$ cat src/rtl/ssbh_pkg.sv
// ----------------------------------------------------------------------------
// ssbh_pkg
// Shared types, constants and helpers for the swept sphere / box hit block.
// ----------------------------------------------------------------------------
package ssbh_pkg;

  // lane layout of packed vectors
  localparam int LANE_W   = 16;
  localparam int TFRAC    = 14;
  localparam int T_W      = 16;
  localparam int MARGIN_W = 14;
  localparam int NUM_FACES = 6;

  localparam logic [MARGIN_W-1:0] MARGIN_RESET = 14'd164;
  localparam logic [T_W-1:0]      T_SAT        = 16'hFFFF;

  // input word layout
  localparam int IN_W       = 320;
  localparam int OFS_POS    = 0;
  localparam int OFS_MOTION = 48;
  localparam int OFS_RADIUS = 96;
  localparam int OFS_AXIS_X = 111;
  localparam int OFS_SIZE   = 255;
  localparam int OFS_TLIM   = 303;
  localparam int RADIUS_W   = 15;

  // output word layout
  localparam int OUT_W = 72;

  typedef enum logic [1:0] {
    AXIS_X = 2'd0,
    AXIS_Y = 2'd1,
    AXIS_Z = 2'd2
  } axis_t;

  // face order -x, +x, -z, +z, +y, -y
  localparam axis_t FACE_AXIS [NUM_FACES] = '{AXIS_X, AXIS_X, AXIS_Z, AXIS_Z, AXIS_Y, AXIS_Y};
  localparam logic [NUM_FACES-1:0] FACE_POS = 6'b011010;

  // saturating negation of one Q1.14 lane
  function automatic logic [LANE_W-1:0] neg_sat16(input logic [LANE_W-1:0] v);
    logic signed [LANE_W-1:0] sv;
    sv = $signed(v);
    if (v == 16'h8000) return 16'h7FFF;
    return LANE_W'(-sv);
  endfunction

endpackage

$ cat src/rtl/ssbh_queue.sv
// ----------------------------------------------------------------------------
// ssbh_queue
// Small first-in first-out buffer between the front and back stages.
// ----------------------------------------------------------------------------
module ssbh_queue import ssbh_pkg::*; #(
  parameter int W     = 8,
  parameter int DEPTH = 8
) (
  input  logic         clk,
  input  logic         rst,
  input  logic         push,
  input  logic [W-1:0] wdata,
  input  logic         pop,
  output logic         q_valid,
  output logic [W-1:0] rdata
);

  localparam int PTR_W = (DEPTH > 1) ? $clog2(DEPTH) : 1;
  localparam int CNT_W = $clog2(DEPTH + 1);
  localparam logic [PTR_W-1:0] PTR_LAST = PTR_W'(DEPTH - 1);

  logic [W-1:0]     mem [DEPTH];
  logic [PTR_W-1:0] wr_ptr, rd_ptr;
  logic [CNT_W-1:0] count;

  // storage
  always_ff @(posedge clk) begin
    if (push) mem[wr_ptr] <= wdata;
  end

  // pointers and fill count
  always_ff @(posedge clk) begin
    if (rst) begin
      wr_ptr <= '0;
      rd_ptr <= '0;
      count  <= '0;
    end else begin
      if (push) wr_ptr <= (wr_ptr == PTR_LAST) ? '0 : wr_ptr + 1'b1;
      if (pop)  rd_ptr <= (rd_ptr == PTR_LAST) ? '0 : rd_ptr + 1'b1;
      count <= count + CNT_W'(push) - CNT_W'(pop);
    end
  end

  assign q_valid = (count != '0);
  assign rdata   = mem[rd_ptr];

  a_no_overflow: assert property (@(posedge clk) disable iff (rst)
    push && !pop |-> count < CNT_W'(DEPTH))
    else $error("queue written while full");

  a_no_underflow: assert property (@(posedge clk) disable iff (rst)
    pop |-> q_valid)
    else $error("queue read while empty");

endmodule

$ cat config.mk
export PLATFORM = sky130hd
export DESIGN_NAME = ssbh_queue
export DESIGN_NICKNAME = d
export VERILOG_FILES = /design/src/rtl/ssbh_pkg.sv /design/src/rtl/ssbh_queue.sv
export SDC_FILE = /design/constraint.sdc
export NUM_CORES = 1
export LEC_CHECK = 0
export BUFFER_PORTS_ARGS = -buffer_cell sky130_fd_sc_hd__buf_2
export CORE_UTILIZATION = 30
export CTS_CLUSTER_DIAMETER = 60
export DETAILED_ROUTE_END_ITERATION = 6
export GPL_ROUTABILITY_DRIVEN = 1
export PLACE_DENSITY = 0.5
export SETUP_SLACK_MARGIN = 0.15
export SYNTH_ARGS = -nofsm -noshare
export SYNTH_HDL_FRONTEND = slang
export SYNTH_SLANG_ARGS = --single-unit
$ cat constraint.sdc
create_clock -name clk -period 3.23 [get_ports clk]
set_input_delay 0.646 -clock clk [delete_from_list [all_inputs] [get_ports clk]]
set_output_delay 0.646 -clock clk [all_outputs]
set_load 0.02 [all_outputs]
Yosys cells after proc, flatten, opt, wreduce, memory -nomap -nowiden:

Memories as Yosys holds them, arrays and structs flattened. A register that Yosys moved wholly into a read port is not among the register bits.
Index checks and enable logic that the tools add are counted.

* add/subtract/negate cells: 4
* multiply operators: 0
* divide/modulo/power cells: 0
* $lt $le $gt $ge: 0
* equality and inequality tests: 2
* shifts and indexed selects: 0
* muxes and demuxes: 6
* bitwise operators: 0
* reductions and logical operators: 1

Operator list (number)
* 2-to-1 mux 3 bit: 4
* adder 3 x 1 -> 3 bit, second input constant: 2
* == test 3 bit, second input constant: 2
* adder 4 x 1 -> 4 bit: 1
* nonzero test 4 bit: 1
* subtractor 4 x 1 -> 4 bit: 1
* 2-to-1 mux 1 bit: 2

* register bits after elaboration: 10
* bits in latches: 0
* memory bits (writable): 64
* bits in read-only memories: 0
* input port bits: 12
* output and inout port bits: 9
* word-level logic and storage cells: 17
* memories: 1

Memories
* mem: words 8, width 8, rd ports 1, clocked after memory_dff 1, write ports 1, line ssbh_queue.sv:22 `logic [W-1:0] mem [DEPTH];`

Logic depth before layout (Yosys ltp):

Gate-level depths: netlist of the first run.

* depth after elaboration: 4
* gate-level depth with buffers: 7
* depth with buffers taken out: 7

Worst setup path before layout of the first run:

OpenSTA, ideal clock, no wires.

* path kind: flip-flop to output port
* from: reg (tool-made name)
* to: out rdata[1]
* arrival time: 1.412 ns
* data required time: 2.584 ns
* path slack: 1.172 ns
* stages on the path, launching flop included: 5
* path buffers: 2
* path through: dfxtp_1 > buf_6 > buf_12 > mux4_1 > mux2_2

RTL lines
* end: declaration: line ssbh_queue.sv:15 `output logic [W-1:0] rdata`

==> metrics.md, run 1 <==
| Metric | Value |
|---|---|
| Post-synthesis cell type count | 26 |
| Leakage dissipation | roughly 1.3 nW |
| Largest net degree at the start of global routing | 17 |
| Via Count | ~1.5k |
| Synth Instances | 164 |
| RePlAce Congestion | approximately 0.64 |
| Worst Max-Slew Pin Slew | 0.693 ns |
| First-pass GRT wire length | 8110 microns |
| I/O pin count | 21 |
| IO buf count | 20 |
| Post-synth top cells | 64 x edfxtp_1, 15 x mux4_1, 13 x dfxtp_1, 11 x nor2_1, 9 x ha_1 |
| Tot Pwr | 2.03 mW |
| Hold Buf Count CTS | 0 |
| Internal reg-to-reg setup slack | 1.66 ns |
| Final WL | 5080 microns |
| Hold Path Depth | 2 |
| Crit-path slowest cell | mux4_1 |
| Syn Area/Cell | 19.0 sq um |
| CP Launch Type | flop |
| Vias in the first global route | between 1.5k and 2k |
| Post-synth top area cell | edfxtp_1 |
| Cell Chain, Critical Path | buf_4 -> mux4_1 -> mux2_2 -> buf_2 |
| Critical Path Sink Type | output port |
| CTS tree | built |
| Worst vdd rail ir drop | 0.000183 V |
| Final hold vios | 0 |
| Max clock buf depth | 2 |
| Max Slew Vio Count | 0 |
| CTS Buf Count | 9 |
| Final worst-path cycle share | 87.7% |
| Routed WL per cell | between 15 and 20 microns |
| Post-CTS Setup Bufs | 0 |
| Total grt overflow | 0 |
| Critical path's largest stage delay | roughly 0.58 ns |
| WP data arrival | around 2.2 ns |
| Share of the synthesized area in the top cell type | 61.7% |
| Worst endpoint required time | 2.58 ns |
| Synth Cell Area | 3110 sq um |
| Die area | ~11000 sq um |
| Synth-to-Final Area Change | 15.2% |
| Worst-path clk slew | 0.08 ns |
| Initial Utilization | 31.4% |
| Num rows | 36 |
| Setup slack at placement | 0.717 ns |
| Setup WS post-layout | 0.399 ns |
| H-Tree Depth | 3 |
| Dpl cell area | 3400 sq um |
| Hold EP | rd_ptr[1] |
| Detailed Route Iter0 Violations | between 50 and 60 |
| Hold_sp | rd_ptr[1] |
| Die H | 104 microns |
| Crit Path Max Fanout | 10 |
| Syn_nets | 186 |
| Gr usage total | 10.2% |
| ANT cells | 0 |
| RSZ-0062 raised after global routing | false |
| Vias per Instance | 4.41 |
| Max_cap viols | 0 |
| Final net count | 220 |
| Root Driver | clkbuf_8 |
| Final setup fails | 0 |
| Clock skew | around 0.012 ns |
| Fraction of layout cells with a size suffix above 1 | 26.6% |
| Core area | 9910 sq um |
| TNS Setup | 0 ns |
| First-pass DRT Iterations | 4 |
| Most common cell in the netlist | edfxtp_1 |
| Status | finished clean |
| Min-Delay Path Class | flop to flop |
| DP Wirelength | around 3400 microns |
| YS warnings | 0 |
| ANT nets after route | 0 |
| PwrDens | 565 nW/um^2 |
| Reg2Reg Launch Point | count[0] |
| Post-synth EDFFs | 64 |
| Seq/Total Area, Yosys | 70.1% |
| Max Freq | ~350 MHz |
| Die X | 104 microns |
| DRC viols | 0 |
| Final Cell Area | 3590 sq um |
| Ys flop type | edfxtp_1 |
| RR Endpoint | count[2] |
| Synth Register Bits | 77 |
| Top cells by area, synth | edfxtp_1 62%, mux4_1 13%, dfxtp_1 8.4%, ha_1 3.6%, mux2_2 2.9% |
| Reg2Reg Depth | 7 |
| Crit path kind | flop to output port |
| Tmin final | 2.83 ns |
| Number of fill cells | roughly 960 |
| Antenna violations before repair | 0 |
| Clock sinks | 77 |
| CTS resizes | 0 |
| Asr flop ratio synth | 0% |
| Clock Latency Late Sink | ~0.33 ns |
| Slew Limit Headroom | 53.8% |
## flip-flops by register name, summed over array words and instances (netlist names), named ones only
register and count:
count 4, mem 64, rd_ptr 3, wr_ptr 3
## how the worst max path moves through the flow
| stage | endpoint | slack [ns] |
|---|---|---|
| after detailed placement | rdata[3] | 0.72 |
| after CTS | rdata[3] | 0.33 |
| after global placement | rdata[4] | 0.75 |
| after global routing | rdata[4] | 0.25 |
| after floorplan | rdata[1] | 1.17 |
| final | rdata[4] | 0.40 |
## cell type report
type,count,area [sq um],area share [%]
Clock buffer,13,169,4.71
Clock inverter,3,18.8,0.523
Inverter,7,26.3,0.732
Multi-Input combinational cell,74,858,23.9
Sequential cell,77,2180,60.8
Tap cell,133,166,4.64
Timing Repair Buffer,29,168,4.67
## stage by stage
step,util [%],hold slack (ns),std cells
floorplan,-,0.457,164
global placement,34.3,0.493,320
detailed placement,34.3,0.493,320
CTS,36.2,0.504,336
global route,36.2,0.543,336
finish,36.2,0.498,336
## report_power, final
part / switching [mW] / internal, mW
clock network: 0.319 / 0.343
registers: 0.0186 / 1.11
logic: 0.126 / 0.110
total: 0.463 / 1.56
## routing by layer
metal  GRT usage, %  vias up  share of wire, %
met2           16.1       22                48
met5              0        -                 0
li1               -      715                 -
met3           2.69        7               2.9
met4           4.59        0               1.1
met1           13.2      739                48
## critical path: cells and delay by family, from the launching register on
kind	cells	cell delay, ns
mux	2	0.86
buf+inv	2	0.45
flops	1	0.54
## logic make-up (layout without fill, tap and decap cells)
kind of cell / count (synthesis) / after routing / synth area share (%)
DFF: 77 / 77 / 70.1
and+or+nand+nor: 30 / 30 / 4.86
muxes: 26 / 26 / 16.9
buffers and inverters: 13 / 52 / 2.37
adders and majority gates: 10 / 10 / 4.26
AOI/OAI and AO/OA: 7 / 7 / 1.25
xor gates and xnor gates: 1 / 1 / 0.281
## cells in the final DEF, fill, tap and decap left out, drive strengths merged
| cell type | instances |
|---|---|
| o21ai | 1 |
| mux4 | 16 |
| clkinv | 2 |
| fa | 1 |
| a21oi | 5 |
| nand2 | 3 |
| ha | 9 |
| edfxtp | 64 |
| dfxtp | 13 |
| clkbuf | 13 |
| mux2i | 2 |
| nor2b | 3 |
| xnor2 | 1 |
| mux2 | 8 |
| nand3b | 2 |
| nand3 | 2 |
| inv | 8 |
| nor3b | 1 |
| a31o | 1 |
| buf | 29 |
| nor2 | 11 |
| nor3 | 2 |
| nand2b | 6 |
Power figures use the tool's default switching activity.
==> run 2: changes to the inputs <==
- ABC_AREA: default -> 1
==> run 2 against run 1 <==
- register-to-register slack worse by 0.04 ns
- final cell count is 59% higher
- count of clock-buffer cells in the layout shrank 3
- sequential power is essentially flat
- first-iteration DRC count grew 39%
- synthesized cell count is 120% higher
- critical path type unchanged
==> metrics.md, run 2 <==
| Metric | Value |
|---|---|
| Ys flop type | edfxtp_1 |
| ANT nets after route | 0 |
| First-pass GRT wire length | between 10000 and 15000 microns |
| CTS resizes | 0 |
| Reg2Reg Launch Point | wr_ptr[1] |
| Final WL | between 6000 and 7000 microns |
| Clock skew | 0.00537 ns |
| Root Driver | clkbuf_16 |
| Final net count | 408 |
| Critical Path Sink Type | output port |
| Slew Limit Headroom | approximately 37% |
| DP Wirelength | 4330 microns |
| Post-synth top cells | 106 x nand2_1, 80 x inv_1, 64 x edfxtp_1, 36 x nand3_1, 15 x nor2_1 |
| Leakage dissipation | 1.86 nW |
| Final setup fails | 0 |
| Top cells by area, synth | edfxtp_1 55%, nand2_1 11%, inv_1 8.6%, dfxtp_1 7.5%, nand3_1 5.2% |
| Hold_sp | rd_ptr[1] |
| Post-route insts no fill | 534 |
| Seq/Total Area, Yosys | a little over three fifths |
| Final worst-path cycle share | 78.2% |
| IO buf count | 20 |
| Max Slew Vio Count | 0 |
| Vias per Instance | 4.24 |
| Worst vdd rail ir drop | 0.000208 V |
| Clock sinks | 77 |
| Sequential share of power | 46.0% |
| PwrDens | 618 nW/um^2 |
| Die X | 110 microns |
| Crit path capture | rdata[1] |
| Logic pwr share | around 13% |
| Post-synth top area cell | edfxtp_1 |
| Clock power share | 41.4% |
| Post-synthesis cell type count | 19 |
| Sw Ratio | 23.6% |
| Internal reg-to-reg setup slack | 1.62 ns |
| Largest net degree at the start of global routing | 33 |
| Synth Register Bits | 77 |
| Routed WL per cell | 12.8 microns |
| Net Switching | 0.587 mW |
| Synth-to-Final Area Change | 15.5% |
| Initial Utilization | a little under a third |
| WP data arrival | 1.88 ns |
| Worst-path clk slew | ~0.06 ns |
| Max_cap viols | 0 |
| Largest Register | mem |
| Placed cells | roughly 520 |
| Post-CTS Setup Bufs | 0 |
| Cell Chain, Critical Path | inv_4 -> nand2_1 -> nand3_1 -> nand2_1 -> nand2_1 -> nand2_1 -> buf_2 |
| ANT cells | 0 |
| Syn Area/Cell | 9.74 sq um |
| YS warnings | 0 |
| Share of the synthesized area in the top cell type | 55.1% |
| Fraction of layout cells with a size suffix above 1 | between 10% and 20% |
| Die area | 12100 sq um |
| H-Tree Depth | 3 |
| Commonest non-fill, non-tap cell in the layout | nand2_1 |
| Die H | around 110 microns |
| DRC viols | 0 |
| Worst endpoint required time | 2.58 ns |
| CTS Buf Count | 9 |
| Crit-path slowest cell | dfxtp_1 |
| Total grt overflow | 0 |
| Worst Max-Slew Pin Slew | 0.949 ns |
| Synth Instances | 358 |
| Via Count | approximately 2.3k |
| Crit path kind | flop to output port |
| Critical path's largest stage delay | 0.65 ns |
| Core area | 11400 sq um |
| I/O pin count | 21 |
| Status | finished clean |
| Pint | 1.90 mW |
| Asr flop ratio synth | 0% |
| RR Endpoint | mem[7][6] |
| TNS Setup | 0 ns |
| Crit Path Max Fanout | 32 |
| Num rows | 39 |
| Number of fill cells | around 1.2k |
| RePlAce Congestion | 0.706 |
| RSZ-0062 raised after global routing | false |
| Clock Latency Late Sink | 0.33 ns |
| CTS tree | built |
| Min-Delay Path Class | flop to flop |
| Max clock buf depth | 2 |
| CP Launch Type | flop |
| Commonest non-fill, non-tap cells in the layout | 106 x nand2_1, 80 x inv_1, 64 x edfxtp_1 |
| Antenna violations before repair | 0 |
| Detailed Route Iter0 Violations | 82 |
| Synth Cell Area | between 3000 and 4000 sq um |
| First-pass DRT Iterations | 4 |
| Most common cell in the netlist | nand2_1 |
| Largest register FFs | 64 |
| Reg2Reg Depth | 2 |
| Crit-path most repeated cell | nand2_1 |
| Tmin final | around 2.5 ns |
| Regs by FF count | mem x64, count x4 |
| Max Freq | 396 MHz |
| Gr usage total | about an eighth |
| Syn_nets | 380 |
| Post-synth EDFFs | 64 |
| Hold Buf Count CTS | 0 |
| Vias in the first global route | 2207 |
| Final hold vios | 0 |
[run 2: worst min path at each step]
stage	end	slack [ns]	depth (start not counted)
detailed placement	flop	0.49	2
floorplan	flop	0.45	2
CTS	flop	0.50	2
global placement	rd_ptr[1]	0.49	2
global route	wr_ptr[0]	0.54	2
finish	flop	0.50	2
[run 2: per-layer routing]
layer	vias up	share of wire, %	GRT usage (%)
li1	1171	-	-
met1	1054	47	16.0
met2	27	48	21.3
met3	14	2.6	2.67
met4	0	2.2	6.29
met5	-	0	0
[run 2: cell families (layout without fill, tap and decap cells)]
group | after synthesis | count (layout) | synth area share, %
compound gates | 10 | 10 | 1.51
xor+xnor | 1 | 1 | 0.251
fa+ha+maj | 10 | 10 | 3.80
buf+inv | 93 | 126 | 11.9
flops | 77 | 77 | 62.6
simple gates | 167 | 167 | 20.0
[run 2: metrics by stage]
stage / setup WS, ns / hold slack (ns) / total power [mW] / instance area (sq um) / utilization [%]
floorplan: 1.45 / 0.454 / 1.40 / 3490 / -
global placement: 1.08 / 0.486 / 1.48 / 3720 / 32.7
detailed placement: 1.05 / 0.487 / 1.49 / 3720 / 32.7
CTS: 0.688 / 0.496 / 2.51 / 4030 / 35.4
global route: 0.507 / 0.539 / 2.61 / 4030 / 35.4
finish: 0.706 / 0.499 / 2.49 / 4030 / 35.4
[run 2: power by group through the flow]
stage               sequential, mW  combinational (mW)  clock (mW)
floorplan                     1.15               0.245           0
global placement              1.17               0.314           0
detailed placement            1.17               0.320           0
CTS                           1.15               0.320        1.05
global route                  1.15               0.367        1.09
finish                        1.15               0.314        1.03
[run 2: critical path: cells and delay by family, from the launching register on]
kind | cells | cell delay (ns)
buffers and inverters | 2 | 0.45
DFF | 1 | 0.65
and+or+nand+nor | 5 | 0.45
[run 2: area by class of cell]
type / instances / area [sq um] / share of cell area, %
clock buffers: 10 / 229 / 5.68
multi-input cells: 188 / 891 / 22.1
well taps: 143 / 179 / 4.44
flip-flops and latches: 77 / 2180 / 54.2
inverters: 82 / 310 / 7.70
repair buffers: 28 / 160 / 3.98
clock inverters: 6 / 77.6 / 1.93
